<file path="config.mk">
export PLATFORM = sky130hd
export DESIGN_NAME = block_range_map_tracker_unit
export DESIGN_NICKNAME = d
export VERILOG_FILES = /design/src/rtl/brmt_pkg.sv /design/src/rtl/brmt_ram.sv /design/src/rtl/brmt_ctrl.sv /design/src/rtl/brmt_dp.sv /design/src/rtl/block_range_map_tracker_unit.sv
export SDC_FILE = /design/constraint.sdc
export NUM_CORES = 1
export LEC_CHECK = 0
export BUFFER_PORTS_ARGS = -buffer_cell sky130_fd_sc_hd__buf_2
export CELL_PAD_IN_SITES_DETAIL_PLACEMENT = 1
export CELL_PAD_IN_SITES_GLOBAL_PLACEMENT = 1
export CORE_MARGIN = 3
export CORE_UTILIZATION = 53
export CTS_CLUSTER_SIZE = 8
export DETAILED_ROUTE_END_ITERATION = 10
export PLACE_DENSITY_LB_ADDON = 0.3
export REMOVE_ABC_BUFFERS = 1
export SLEW_MARGIN = 20
export SYNTH_ARGS = -nofsm -noshare
export SYNTH_HDL_FRONTEND = slang
export SYNTH_HIERARCHICAL = 1
export SYNTH_SLANG_ARGS = --single-unit
</file>
<file path="constraint.sdc">
create_clock -name clk_i -period 8.8 [get_ports clk_i]
set_input_delay 1.76 -clock clk_i [delete_from_list [all_inputs] [get_ports clk_i]]
set_output_delay 1.76 -clock clk_i [all_outputs]
set_load 0.005 [all_outputs]
</file>
<file path="src/rtl/brmt_pkg.sv">
package brmt_pkg;

  // Default sizes of the bitmap and of one block.
  localparam int unsigned MaxBlocksDef      = 1024;
  localparam int unsigned MarkWordBitsDef   = 32;
  localparam int unsigned BlockSizeBytesDef = 4096;

  // Fixed field widths of the stream and configuration channels.
  localparam int unsigned ReqFieldW = 16;
  localparam int unsigned AddrW     = 33;
  localparam int unsigned LimitW    = 11;
  localparam int unsigned BaseW     = 32;
  localparam int unsigned InDataW   = 32;
  localparam int unsigned OutDataW  = 40;

  localparam logic [LimitW-1:0] LimitRst = 11'd1024;
  localparam logic [BaseW-1:0]  BaseRst  = 32'd0;

  typedef enum logic [1:0] {
    StOk       = 2'd0,
    StBounds   = 2'd1,
    StMapped   = 2'd2,
    StUnmapped = 2'd3
  } status_e;

  typedef enum logic {
    ReqMap   = 1'b0,
    ReqUnmap = 1'b1
  } req_e;

  typedef enum logic {
    CfgBlockLimit = 1'b0,
    CfgDataBase   = 1'b1
  } cfg_idx_e;

  // Commands from the controller to the datapath.
  typedef struct packed {
    logic load_req;
    logic start;
    logic setup;
    logic chk_step;
    logic restart;
    logic upd_step;
    logic load_out;
    logic clr_step;
  } dp_cmd_t;

  // Status from the datapath to the controller.
  typedef struct packed {
    logic clr_last;
    logic oob;
    logic zero_len;
    logic hit;
    logic walk_last;
    logic out_free;
  } dp_sts_t;

endpackage

</file>
<file path="src/rtl/brmt_ram.sv">
module brmt_ram #(
  parameter int unsigned WIDTH = 32,
  parameter int unsigned DEPTH = 32,
  localparam int unsigned ADDR_W = (DEPTH > 1) ? $clog2(DEPTH) : 1
) (
  input  logic              clk_i,
  input  logic              we_i,
  input  logic [ADDR_W-1:0] waddr_i,
  input  logic [WIDTH-1:0]  wdata_i,
  input  logic [ADDR_W-1:0] raddr_i,
  output logic [WIDTH-1:0]  rdata_o
);

  logic [WIDTH-1:0] mem [DEPTH];
  logic [WIDTH-1:0] rdata_q;

  always_ff @(posedge clk_i) begin
    if (we_i) begin
      mem[waddr_i] <= wdata_i;
    end
    rdata_q <= mem[raddr_i];
  end

  assign rdata_o = rdata_q;

endmodule

</file>
<file path="src/rtl/brmt_ctrl.sv">
module brmt_ctrl
  import brmt_pkg::*;
(
  input  logic    clk_i,
  input  logic    rst_ni,
  input  logic    in_valid_i,
  output logic    in_ready_o,
  input  dp_sts_t sts_i,
  output dp_cmd_t cmd_o
);

  typedef enum logic [8:0] {
    SClear = 9'b000000001,
    SIdle  = 9'b000000010,
    SStart = 9'b000000100,
    SSetup = 9'b000001000,
    SRdChk = 9'b000010000,
    SChk   = 9'b000100000,
    SRdUpd = 9'b001000000,
    SUpd   = 9'b010000000,
    SFin   = 9'b100000000
  } state_e;

  state_e state_q, state_d;

  always_ff @(posedge clk_i or negedge rst_ni) begin
    if (!rst_ni) begin
      state_q <= SClear;
    end else begin
      state_q <= state_d;
    end
  end

  always_comb begin
    state_d    = state_q;
    cmd_o      = '0;
    in_ready_o = 1'b0;
    case (state_q)
      SClear: begin
        cmd_o.clr_step = 1'b1;
        if (sts_i.clr_last) begin
          state_d = SIdle;
        end
      end
      SIdle: begin
        in_ready_o     = 1'b1;
        cmd_o.load_req = in_valid_i;
        if (in_valid_i) begin
          state_d = SStart;
        end
      end
      SStart: begin
        cmd_o.start = 1'b1;
        if (sts_i.oob || sts_i.zero_len) begin
          state_d = SFin;
        end else begin
          state_d = SSetup;
        end
      end
      SSetup: begin
        cmd_o.setup = 1'b1;
        state_d     = SRdChk;
      end
      SRdChk: begin
        state_d = SChk;
      end
      SChk: begin
        cmd_o.chk_step = 1'b1;
        if (sts_i.hit) begin
          state_d = SFin;
        end else if (sts_i.walk_last) begin
          cmd_o.restart = 1'b1;
          state_d       = SRdUpd;
        end else begin
          state_d = SRdChk;
        end
      end
      SRdUpd: begin
        state_d = SUpd;
      end
      SUpd: begin
        cmd_o.upd_step = 1'b1;
        if (sts_i.walk_last) begin
          state_d = SFin;
        end else begin
          state_d = SRdUpd;
        end
      end
      SFin: begin
        if (sts_i.out_free) begin
          cmd_o.load_out = 1'b1;
          state_d        = SIdle;
        end
      end
      default: begin
        state_d = SIdle;
      end
    endcase
  end

endmodule

</file>
<file path="src/rtl/brmt_dp.sv">
module brmt_dp
  import brmt_pkg::*;
#(
  parameter int unsigned MAX_BLOCKS       = MaxBlocksDef,
  parameter int unsigned MARK_WORD_BITS   = MarkWordBitsDef,
  parameter int unsigned BLOCK_SIZE_BYTES = BlockSizeBytesDef
) (
  input  logic                clk_i,
  input  logic                rst_ni,
  input  dp_cmd_t             cmd_i,
  output dp_sts_t             sts_o,
  input  logic [InDataW-1:0]  in_data_i,
  input  logic                in_user_i,
  input  logic                out_ready_i,
  output logic                out_valid_o,
  output logic [OutDataW-1:0] out_data_o,
  input  logic                cfg_valid_i,
  input  logic                cfg_index_i,
  input  logic [BaseW-1:0]    cfg_data_i
);

  localparam int unsigned MARK_WORDS = (MAX_BLOCKS + MARK_WORD_BITS - 1) / MARK_WORD_BITS;
  localparam int unsigned PTR_W      = (MARK_WORDS > 1) ? $clog2(MARK_WORDS) : 1;
  localparam int unsigned OFF_W      = $clog2(MARK_WORD_BITS);
  localparam int unsigned CNT_W      = $clog2(MARK_WORD_BITS + 1);
  localparam int unsigned HI_W       = CNT_W + 1;
  localparam int unsigned BS_W       = $clog2(BLOCK_SIZE_BYTES + 1);
  localparam int unsigned PROD_W     = ReqFieldW + BS_W;
  // Reciprocal for the block-to-word split; the estimate is at most one low.
  localparam int unsigned DIV_SHIFT  = 24;
  localparam logic [DIV_SHIFT-1:0] DIV_MUL =
    DIV_SHIFT'((64'd1 << DIV_SHIFT) / MARK_WORD_BITS);
  localparam int unsigned DPROD_W    = ReqFieldW + DIV_SHIFT;
  localparam logic [17:0] MAX_BLK18  = 18'(MAX_BLOCKS);
  localparam logic [PTR_W-1:0] LAST_WORD = PTR_W'(MARK_WORDS - 1);

  // Configuration registers.
  logic [LimitW-1:0] limit_q;
  logic [BaseW-1:0]  base_q;

  always_ff @(posedge clk_i or negedge rst_ni) begin
    if (!rst_ni) begin
      limit_q <= LimitRst;
      base_q  <= BaseRst;
    end else if (cfg_valid_i) begin
      case (cfg_idx_e'(cfg_index_i))
        CfgBlockLimit: limit_q <= cfg_data_i[LimitW-1:0];
        CfgDataBase:   base_q  <= cfg_data_i;
        default: ;
      endcase
    end
  end

  // Request registers.
  req_e                 req_type_q;
  logic [ReqFieldW-1:0] first_q;
  logic [ReqFieldW-1:0] len_q;

  always_ff @(posedge clk_i) begin
    if (cmd_i.load_req) begin
      req_type_q <= req_e'(in_user_i);
      first_q    <= in_data_i[ReqFieldW-1:0];
      len_q      <= in_data_i[2*ReqFieldW-1:ReqFieldW];
    end
  end

  // Bounds check against the clamped limit.
  logic [17:0] end18, lim18;

  assign end18 = 18'(first_q) + 18'(len_q);
  assign lim18 = (18'(limit_q) > MAX_BLK18) ? MAX_BLK18 : 18'(limit_q);

  // Start: quotient estimate and address product.
  logic [DPROD_W-1:0]   dprod;
  logic [PROD_W-1:0]    aprod;
  logic [ReqFieldW-1:0] q_est_q;
  logic [AddrW-1:0]     addr_prod_q;
  status_e              status_q;

  assign dprod = DPROD_W'(first_q) * DPROD_W'(DIV_MUL);
  assign aprod = PROD_W'(first_q) * PROD_W'(BLOCK_SIZE_BYTES);

  // Setup: remainder and one correction step.
  logic [31:0]          qw_full;
  logic [16:0]          rem_raw, rem_fix;
  logic [ReqFieldW-1:0] q_fix;

  assign qw_full = 32'(q_est_q) * 32'(MARK_WORD_BITS);
  assign rem_raw = 17'(first_q) - 17'(qw_full);

  always_comb begin
    if (rem_raw >= 17'(MARK_WORD_BITS)) begin
      q_fix   = q_est_q + 16'd1;
      rem_fix = rem_raw - 17'(MARK_WORD_BITS);
    end else begin
      q_fix   = q_est_q;
      rem_fix = rem_raw;
    end
  end

  // Walk state.
  logic [PTR_W-1:0]     ptr_q, start_ptr_q;
  logic [OFF_W-1:0]     off_q, start_off_q;
  logic [ReqFieldW-1:0] remain_q;

  logic [CNT_W-1:0]          avail, take;
  logic [HI_W-1:0]           hi;
  logic [MARK_WORD_BITS-1:0] mask, rdata, new_word, wdata;
  logic                      walk_last, hit, we;

  assign avail     = CNT_W'(MARK_WORD_BITS) - CNT_W'(off_q);
  assign walk_last = 17'(remain_q) <= 17'(avail);
  assign take      = walk_last ? CNT_W'(remain_q) : avail;
  assign hi        = HI_W'(off_q) + HI_W'(take);

  always_comb begin
    for (int j = 0; j < MARK_WORD_BITS; j++) begin
      mask[j] = (HI_W'(j) >= HI_W'(off_q)) && (HI_W'(j) < hi);
    end
  end

  assign hit = (req_type_q == ReqUnmap) ? ((~rdata & mask) != '0) : ((rdata & mask) != '0);
  assign new_word = (req_type_q == ReqUnmap) ? (rdata & ~mask) : (rdata | mask);
  assign we       = cmd_i.upd_step | cmd_i.clr_step;
  assign wdata    = cmd_i.clr_step ? '0 : new_word;

  always_ff @(posedge clk_i) begin
    if (cmd_i.start) begin
      q_est_q     <= ReqFieldW'(dprod >> DIV_SHIFT);
      addr_prod_q <= AddrW'(aprod);
      status_q    <= (end18 > lim18) ? StBounds : StOk;
    end
    if (cmd_i.chk_step && hit) begin
      status_q <= (req_type_q == ReqUnmap) ? StUnmapped : StMapped;
    end
  end

  always_ff @(posedge clk_i or negedge rst_ni) begin
    if (!rst_ni) begin
      ptr_q <= '0;
    end else if (cmd_i.setup) begin
      ptr_q <= PTR_W'(q_fix);
    end else if (cmd_i.restart) begin
      ptr_q <= start_ptr_q;
    end else if (cmd_i.clr_step || cmd_i.upd_step || (cmd_i.chk_step && !hit)) begin
      ptr_q <= ptr_q + 1'b1;
    end
  end

  always_ff @(posedge clk_i) begin
    if (cmd_i.setup) begin
      start_ptr_q <= PTR_W'(q_fix);
      start_off_q <= OFF_W'(rem_fix);
      off_q       <= OFF_W'(rem_fix);
      remain_q    <= len_q;
    end else if (cmd_i.restart) begin
      off_q    <= start_off_q;
      remain_q <= len_q;
    end else if (cmd_i.upd_step || (cmd_i.chk_step && !hit)) begin
      off_q    <= '0;
      remain_q <= remain_q - ReqFieldW'(take);
    end
  end

  brmt_ram #(
    .WIDTH(MARK_WORD_BITS),
    .DEPTH(MARK_WORDS)
  ) u_marks (
    .clk_i  (clk_i),
    .we_i   (we),
    .waddr_i(ptr_q),
    .wdata_i(wdata),
    .raddr_i(ptr_q),
    .rdata_o(rdata)
  );

  // Output register.
  logic             out_valid_q;
  status_e          out_status_q;
  logic [AddrW-1:0] out_addr_q;

  always_ff @(posedge clk_i or negedge rst_ni) begin
    if (!rst_ni) begin
      out_valid_q <= 1'b0;
    end else if (cmd_i.load_out) begin
      out_valid_q <= 1'b1;
    end else if (out_ready_i) begin
      out_valid_q <= 1'b0;
    end
  end

  always_ff @(posedge clk_i) begin
    if (cmd_i.load_out) begin
      out_status_q <= status_q;
      if (status_q == StOk && req_type_q == ReqMap) begin
        out_addr_q <= AddrW'(base_q) + addr_prod_q;
      end else begin
        out_addr_q <= '0;
      end
    end
  end

  assign out_valid_o = out_valid_q;
  assign out_data_o  = {(OutDataW - AddrW - 2)'(0), out_addr_q, out_status_q};

  assign sts_o.clr_last  = ptr_q == LAST_WORD;
  assign sts_o.oob       = end18 > lim18;
  assign sts_o.zero_len  = len_q == '0;
  assign sts_o.hit       = hit;
  assign sts_o.walk_last = walk_last;
  assign sts_o.out_free  = !out_valid_q || out_ready_i;

endmodule

</file>
<file path="src/rtl/block_range_map_tracker_unit.sv">
// Block range map tracker: keeps one mapped mark per buffer block and serves
// map and unmap requests on runs of consecutive blocks.
// Input stream: one transfer per request. tuser is the request type (map or
// unmap), tdata carries the first block and the run length.
// Output stream: exactly one transfer per request, carrying a status code and,
// for a successful map, the data base address plus first block times the
// block size; the address is zero for every other result.
// Configuration channel: index 0 writes the block limit, index 1 the data base
// address. It is always ready; write it only while the block is idle (the block itself does not enforce this).
// Flow: a request that fails the bounds check, or has a zero-length run,
// goes from the start state straight to the finish state. Otherwise the run is
// walked over the mark words it covers, twice (check, then update); each
// word is first read from the mark memory and then checked or updated.
// A failing check stops early and skips the update pass.
// One request is in flight at a time; the next one is taken as soon as the
// finished result sits in the output register.
// Reset: the mark memory is cleared one word per cycle, all MARK_WORDS words
// (32 by default), while the input side is held not ready.
// A stalled receiver holds the result in the output register; a further
// finished result waits inside the block until the register is free.
module block_range_map_tracker_unit
  import brmt_pkg::*;
#(
  parameter int unsigned MAX_BLOCKS       = MaxBlocksDef,
  parameter int unsigned MARK_WORD_BITS   = MarkWordBitsDef,
  parameter int unsigned BLOCK_SIZE_BYTES = BlockSizeBytesDef
) (
  input  logic                clk_i,
  input  logic                rst_ni,
  input  logic                s_axis_tvalid,
  output logic                s_axis_tready,
  input  logic [InDataW-1:0]  s_axis_tdata,  // first_block [15:0], run_length [31:16]
  input  logic                s_axis_tuser,  // req_type [0]
  output logic                m_axis_tvalid,
  input  logic                m_axis_tready,
  output logic [OutDataW-1:0] m_axis_tdata,  // status [1:0], mapped_address [34:2], zero
  input  logic                cfg_valid_i,
  output logic                cfg_ready_o,
  input  logic                cfg_index_i,
  input  logic [BaseW-1:0]    cfg_data_i
);

  dp_cmd_t cmd;
  dp_sts_t sts;

  // Configuration writes complete in the cycle they are offered.
  assign cfg_ready_o = 1'b1;

  brmt_ctrl u_ctrl (
    .clk_i     (clk_i),
    .rst_ni    (rst_ni),
    .in_valid_i(s_axis_tvalid),
    .in_ready_o(s_axis_tready),
    .sts_i     (sts),
    .cmd_o     (cmd)
  );

  brmt_dp #(
    .MAX_BLOCKS      (MAX_BLOCKS),
    .MARK_WORD_BITS  (MARK_WORD_BITS),
    .BLOCK_SIZE_BYTES(BLOCK_SIZE_BYTES)
  ) u_dp (
    .clk_i      (clk_i),
    .rst_ni     (rst_ni),
    .cmd_i      (cmd),
    .sts_o      (sts),
    .in_data_i  (s_axis_tdata),
    .in_user_i  (s_axis_tuser),
    .out_ready_i(m_axis_tready),
    .out_valid_o(m_axis_tvalid),
    .out_data_o (m_axis_tdata),
    .cfg_valid_i(cfg_valid_i),
    .cfg_index_i(cfg_index_i),
    .cfg_data_i (cfg_data_i)
  );

  // No request is taken while the mark memory is being cleared.
  a_no_accept_in_clear: assert property (@(posedge clk_i) disable iff (!rst_ni)
    cmd.clr_step |-> !s_axis_tready)
    else $error("input accepted during the clearing pass");

  // A new result appears only when the controller loads the output register.
  a_out_from_load: assert property (@(posedge clk_i) disable iff (!rst_ni)
    $rose(m_axis_tvalid) |-> $past(cmd.load_out))
    else $error("output valid rose without a load");

  // Failed requests never carry an address.
  a_fail_no_addr: assert property (@(posedge clk_i) disable iff (!rst_ni)
    (m_axis_tvalid && m_axis_tdata[1:0] != StOk) |-> m_axis_tdata[34:2] == '0)
    else $error("failed request carries an address");

  // The memory is written only on update or clear steps, never together, and no request is accepted during an update.
  a_write_exclusive: assert property (@(posedge clk_i) disable iff (!rst_ni)
    cmd.upd_step |-> !cmd.clr_step && !s_axis_tready)
    else $error("update step overlaps clearing or acceptance");

endmodule
</file>
==> summary.md, run 1 <==
| Metric | Value |
|---|---|
| Outcome | `finished clean` |
| WL final | `159000 microns` |
| # hold bufs at CTS | `0` |
| Wire per inst | `31.7 microns` |
| Placed inst area | `54300 sq um` |
| Synth unique cells | `85` |
| Antenna diodes | `0` |
| Top_reg_cell synth | `edfxtp_1` |
| Leak Pwr | `0.0193 uW` |
| Final hold vios | `0` |
| Slew Viols, Final | `0` |
| Crit-path max cell delay | `0.54 ns` |
| Initial core utilization | `0.535` |
| Placed insts | `4726` |
| Clk_skew | `0.0308 ns` |
| Final Cycle Share | `0.927` |
| Clk sinks | `1231` |
| PortBufs | `107` |
| Clk slew on worst S/H paths | `0.05 ns` |
| Final antenna-violating net count | `0` |
| Clock power frac | `0.442` |
| Clock latency on the worst-skew pair | `0.76 ns` |
| Crit path max-delay family | `compound AO/OA/AOI/OAI gates` |
| Syn. warnings | `6` |
| Syn Inst Count | `3393` |
| Largest net degree at the start of global routing | `63` |
| R2R cell count | `31` |
| RSZ-0062 raised after global routing | `no` |
| Worst Setup Slack, final | `0.645 ns` |
| Proportion of layout cells with a drive suffix above 1 | `0.145` |
| Min Clock Period, post-route | `8.15 ns` |
| Worst R2R End | `u_dp/remain_q[12]` |
| Vias in the first global route | `34200` |
| Num ports | `114` |
| Switch Pwr | `3230 uW` |
| DRT iter0 DRCs | `3556` |
| Reg2reg setup slack | `0.65 ns` |
| PwrDens | `233 nW/um^2` |
| HP Class | `register to register` |
| Vias/cell | `6.40` |
| Detailed Place HPWL | `91900 microns` |
| Setup TNS | `0 ns` |
| #FFs+latches synth | `1231` |
| Hold EP | `u_dp/base_q[1]` |
| Critical path data required time | `9.28 ns` |
| WS Path Type | `register to register` |
| CP Max Fanout | `29` |
| Clock Path Buffers | `3` |
| Max_cap viols | `0` |
| Slew headroom | `0.254` |
| Initial antenna violation count | `1` |
| CTS tree | `built` |
| Die X | `319 microns` |
| Reg2reg start | `u_dp/off_q[1]` |
| Slowest cell on the critical path | `a2111oi_4` |
| # H-tree levels | `4` |
| Asr flop ratio synth | `0.0471` |
| Gr usage total | `0.312` |
| CP startpoint kind | `register` |
| Worst-margin pin slew | `1.12 ns` |
| DRC | `0` |
| Worst hold slack | `0.495 ns` |
| Sequential share of power | `0.482` |
| Drt pass-1 iters | `6` |
| Worst Path Buf+Inv | `9` |
| Endpoints failing setup | `0` |
| Die ar. | `102000 sq um` |
| Design Area, Final | `59300 sq um` |
| Critical path endpoint category | `register` |
| Combinational power share | `0.076` |
| Register area share after synthesis | `0.701` |
| Max Fclk | `123 MHz` |
| VDD IR max | `0.231 mV` |
| CP most frequent cell | `buf_4` |
| Place WS | `0.250 ns` |
| Arr. time, crit path | `8.63 ns` |
| Cell Count, Final, Fillers Out | `5010` |
| Number of flops mapped to enable cells by yosys | `1141` |
| First-pass GRT wire length | `233000 microns` |
| Sw Ratio | `0.233` |
| Die Y | `319 microns` |
| Final GP Congestion | `0.920` |
| Cell internal pwr | `10600 uW` |
| Clk root buf | `clkbuf_16` |
| Gr ovfl total | `0` |
| Mapped cell area | `51800 sq um` |
| Core area | `96900 sq um` |
| Row count | `114` |
| Min-delay src | `u_dp/base_q[1]` |
| Num CTS Buffers | `171` |
| Layout area overhead | `14.3%` |
| Fin nets | `3781` |
| Syn_area_per_cell | `15.3 sq um` |
| Cells on Worst Hold Path | `1` |
| Total number of vias | `32100` |
## worst max-delay path by stage
stage                   from                 endpoint  slack [ns]  cells past startpoint
2_1_floorplan  u_dp/ptr_q[0]  u_dp/u_marks/mem[19][0]      -12.27                      2
3_3_place_gp   u_dp/off_q[1]            u_dp/ptr_q[0]        0.55                     32
3_5_place_dp   u_dp/off_q[1]        u_dp/remain_q[12]        0.25                     31
4_1_cts        u_dp/off_q[1]        u_dp/remain_q[12]        0.23                     31
5_1_grt        u_dp/off_q[1]        u_dp/remain_q[12]        0.09                     31
6_report       u_dp/off_q[1]        u_dp/remain_q[12]        0.65                     31
## synth_stat cells, types with 7 or more instances
| master | n | area [sq um] |
|---|---|---|
| buf_2 | 28 | 140 |
| buf_6 | 16 | 180 |
| nand2_1 | 170 | 638 |
| nor3b_1 | 7 | 52.6 |
| or3_1 | 7 | 43.8 |
| xnor2_1 | 34 | 298 |
| o21a_1 | 8 | 60.1 |
| nor2b_1 | 18 | 113 |
| nand3_1 | 112 | 561 |
| ha_1 | 78 | 976 |
| a22oi_1 | 99 | 743 |
| xor2_1 | 12 | 105 |
| and3_1 | 9 | 56.3 |
| a21o_1 | 15 | 113 |
| a22o_1 | 71 | 622 |
| o21ai_0 | 57 | 285 |
| and2_1 | 25 | 156 |
| dfrtp_1 | 56 | 1400 |
| buf_4 | 42 | 315 |
| clkbuf_1 | 80 | 300 |
| buf_1 | 10 | 37.5 |
| inv_1 | 78 | 293 |
| mux2i_1 | 525 | 5260 |
| o21bai_1 | 8 | 60.1 |
| nand3b_1 | 7 | 52.6 |
| nand2b_1 | 19 | 119 |
| a211oi_1 | 15 | 113 |
| nor3_1 | 57 | 285 |
| nor2_1 | 152 | 571 |
| nor4_1 | 18 | 113 |
| a31oi_1 | 45 | 282 |
| o31ai_1 | 10 | 75.1 |
| a21oi_1 | 158 | 791 |
| or2_2 | 7 | 43.8 |
| a211o_1 | 8 | 70.1 |
| mux2_2 | 44 | 495 |
| edfxtp_1 | 1141 | 34300 |
| dfxtp_1 | 32 | 641 |
| nand4_1 | 14 | 87.6 |
## cell usage in the layout, fill, tap and decap left out, types with 24 or more instances in the layout
cell type	Yosys	routed
clkbuf_16	0	173
nand3_1	112	112
nor2_1	152	116
ha_1	78	78
dfrtp_1	56	55
buf_2	28	107
a21oi_1	158	156
and2_1	25	24
nor3_1	57	56
nand2_1	170	169
a22o_1	71	71
mux2i_1	525	525
a22oi_1	99	99
clkbuf_1	80	95
edfxtp_1	1141	1141
a31oi_1	45	45
dfxtp_1	32	32
inv_1	78	78
nor2_4	0	35
buf_4	42	126
o21ai_0	57	57
mux2_2	44	44
xnor2_1	34	34
## per-layer routing
metal | vias to the layer above | track usage | share of wire
li1 | 13600 | - | -
met3 | 350 | 0.0536 | 0.066
met5 | - | 0 | 0.000082
met2 | 1413 | 0.518 | 0.49
met4 | 2 | 0.129 | 0.043
met1 | 16700 | 0.412 | 0.40
## per-stage QoR
stage          total power [uW]   util
3_5_place_dp               7800  0.560
3_3_place_gp               7720  0.560
2_1_floorplan              7610      -
4_1_cts                   13900  0.611
6_report                  13800  0.612
5_1_grt                   14300  0.612
## sequential cells by signal, summed over array words and instances (netlist names)
register	flops
u_dp/u_marks/mem	1024
u_dp/out_addr_q	33
u_dp/base_q	32
u_dp/u_marks/rdata_o	32
u_dp/addr_prod_q	16
u_dp/first_q	16
u_dp/len_q	16
u_dp/remain_q	16
u_dp/limit_q	11
u_ctrl/state_q	9
u_dp/off_q	5
u_dp/ptr_q	5
u_dp/start_off_q	5
u_dp/start_ptr_q	5
u_dp/out_status_q	2
u_dp/status_q	2
u_dp/out_valid_o	1
u_dp/req_type_q	1
## repair_timing
action,in CTS,in global routing
buffers inserted,0,4
setup endpoints to repair,0,47
gates resized for setup,0,2
## power groups by stage
| stage | Sequential, uW | Combinational (uW) | Clock (uW) |
|---|---|---|---|
| 2_1_floorplan | 6750 | 857 | 0 |
| 3_3_place_gp | 6770 | 952 | 0 |
| 3_5_place_dp | 6780 | 1020 | 0 |
| 4_1_cts | 6670 | 1050 | 6190 |
| 5_1_grt | 6670 | 1150 | 6480 |
| 6_report | 6670 | 1050 | 6110 |
## layout make-up
cell class                 instances  area [sq um]
clock buffer                     268          4690
sequential                      1231         36400
fill                            8839         37600
tap                             1276          1600
multi-input combinational       1909         14500
inverter                          79           297
timing repair buffer             235          1520
clock inverter                    12           269
## cells by family after synthesis
logic type | Yosys count | synth area share
compound gates | 557 | 0.0738
xor+xnor | 46 | 0.00777
simple gates | 648 | 0.0605
other cells | 2 | 0.000145
flops | 1231 | 0.701
mux | 569 | 0.111
fa+ha+maj | 83 | 0.0208
buf+inv | 257 | 0.0248
(Power assumes the default switching activity.)
==> inputs of run 2 (changes only) <==
BUFFER_PORTS_ARGS = -buffer_cell sky130_fd_sc_hd__buf_4   (was -buffer_cell sky130_fd_sc_hd__buf_2)
CORE_UTILIZATION = 40   (was 53)
clock period = 10.2 ns   (was 8.8 ns; I/O delays follow)
==> summary.md, run 2 (synthesized netlist as in run 1, its figures left out) <==
| Metric | Value |
|---|---|
| Setup TNS | `0 ns` |
| Critical path data required time | `10.63 ns` |
| Row count | `131` |
| Final antenna-violating net count | `0` |
| VDD IR max | `0.121 mV` |
| DRT iter0 DRCs | `2883` |
| Combinational power share | `0.074` |
| Worst hold slack | `0.494 ns` |
| Cell internal pwr | `9250 uW` |
| Vias in the first global route | `32000` |
| DRC | `0` |
| Sw Ratio | `0.227` |
| Core area | `128000 sq um` |
| Initial core utilization | `0.404` |
| Critical path endpoint category | `register` |
| Worst Setup Slack, final | `0.927 ns` |
| Clk root buf | `clkbuf_16` |
| Placed inst area | `54900 sq um` |
| Num CTS Buffers | `173` |
| Vias/cell | `5.68` |
| First-pass GRT wire length | `220000 microns` |
| WL final | `149000 microns` |
| CP startpoint kind | `register` |
| Die ar. | `134000 sq um` |
| Clock power frac | `0.446` |
| Die Y | `366 microns` |
| Min Clock Period, post-route | `9.27 ns` |
| Clock latency on the worst-skew pair | `0.77 ns` |
| Antenna diodes | `0` |
| Largest regs | `u_dp/u_marks/mem (1024), u_dp/out_addr_q (33)` |
| RSZ-0062 raised after global routing | `no` |
| Die X | `366 microns` |
| Core Util, Final | `0.468` |
| Drt pass-1 iters | `6` |
| Endpoints failing setup | `0` |
| CTS resizes | `0` |
| Post-CTS Setup Inserts | `0` |
| Clk sinks | `1231` |
| Crit-path max cell delay | `0.84 ns` |
| Num ports | `114` |
| Place WS | `0.993 ns` |
| Clk_skew | `0.0310 ns` |
| Switch Pwr | `2710 uW` |
| Design Area, Final | `59900 sq um` |
| PwrDens | `200 nW/um^2` |
| Clk slew on worst S/H paths | `0.05 ns` |
| Initial antenna violation count | `0` |
| Slew headroom | `0.183` |
| Largest Register | `u_dp/u_marks/mem` |
| Wire per inst | `27.5 microns` |
| Worst-margin pin slew | `1.23 ns` |
| Fin nets | `3741` |
| Largest register FFs | `1024` |
| Gr usage total | `0.220` |
| Sequential share of power | `0.480` |
| Slew Viols, Final | `0` |
| WS Path Type | `register to register` |
| Detailed Place HPWL | `79900 microns` |
| Arr. time, crit path | `9.70 ns` |
| Max_cap viols | `0` |
| Total number of vias | `30900` |
| # H-tree levels | `4` |
| # hold bufs at CTS | `0` |
| Largest net degree at the start of global routing | `130` |
| Final GP Congestion | `0.895` |
| Final Cycle Share | `0.909` |
| CP most frequent cell | `inv_1` |
| Max Fclk | `108 MHz` |
| Most common cell after layout, fill and taps aside | `edfxtp_1` |
| CTS tree | `built` |
| Clock Path Buffers | `3` |
| CP Max Fanout | `22` |
| Slowest cell on the critical path | `nor2_1` |
| Layout area overhead | `15.6%` |
| PortBufs | `107` |
| Proportion of layout cells with a drive suffix above 1 | `0.138` |
| Outcome | `finished clean` |
| Leak Pwr | `0.0192 uW` |
| HP Class | `register to register` |
| Most frequent cells in the layout | `edfxtp_1 (1141), mux2i_1 (525), buf_4 (189)` |
| Gr ovfl total | `0` |
| Final hold vios | `0` |
-- run 2: cell type report --
type / instances / area, sq um
Multi-Input combinational cell: 1909 / 14600
Inverter: 79 / 297
Fill cell: 12500 / 68200
Tap cell: 1729 / 2160
Clock buffer: 278 / 4800
Sequential cell: 1231 / 36400
Clock inverter: 16 / 229
Timing Repair Buffer: 193 / 1500
-- run 2: worst paths after layout --
check                      slack [ns]               to  cells past startpoint      startpoint
hold reg to reg                  0.49   u_dp/base_q[9]                      1  u_dp/base_q[9]
setup reg to reg                 0.93    u_dp/off_q[3]                     26   u_dp/off_q[3]
hold / removal                   0.49   u_dp/base_q[9]                      1  u_dp/base_q[9]
max in group asynchronous        8.21    u_dp/ptr_q[0]                      1          rst_ni
min in group asynchronous        1.39  u_dp/base_q[25]                      1          rst_ni
setup / recovery                 0.93    u_dp/off_q[3]                     26   u_dp/off_q[3]
-- run 2: power by group through the flow --
stage          Combinational (uW)  Clock [uW]  Sequential (uW)
5_1_grt                       988        5680             5750
3_3_place_gp                  853           0             5840
4_1_cts                       890        5450             5740
2_1_floorplan                 739           0             5830
3_5_place_dp                  882           0             5840
6_report                      887        5330             5740
-- run 2: through the flow --
step / std cells / total power [uW]
final: 5435 / 12000
after detailed placement: 5141 / 6720
after floorplan: 3219 / 6570
after CTS: 5435 / 12100
after global placement: 5141 / 6690
after global routing: 5435 / 12400
-- run 2: per-layer routing --
metal | wire [microns] | share of wire | GRT usage
met2 | 71000 | 0.48 | 0.356
met4 | 3620 | 0.024 | 0.0645
met3 | 8200 | 0.055 | 0.0337
met1 | 66500 | 0.45 | 0.308
met5 | 0 | 0 | 0
-- run 2: critical path, delay by kind of cell, from the launching register on --
kind,cells,cell delay (ns)
buf+inv,4,0.64
flops,1,0.69
compound gates,9,3.13
simple gates,11,3.86
fa+ha+maj,2,0.62
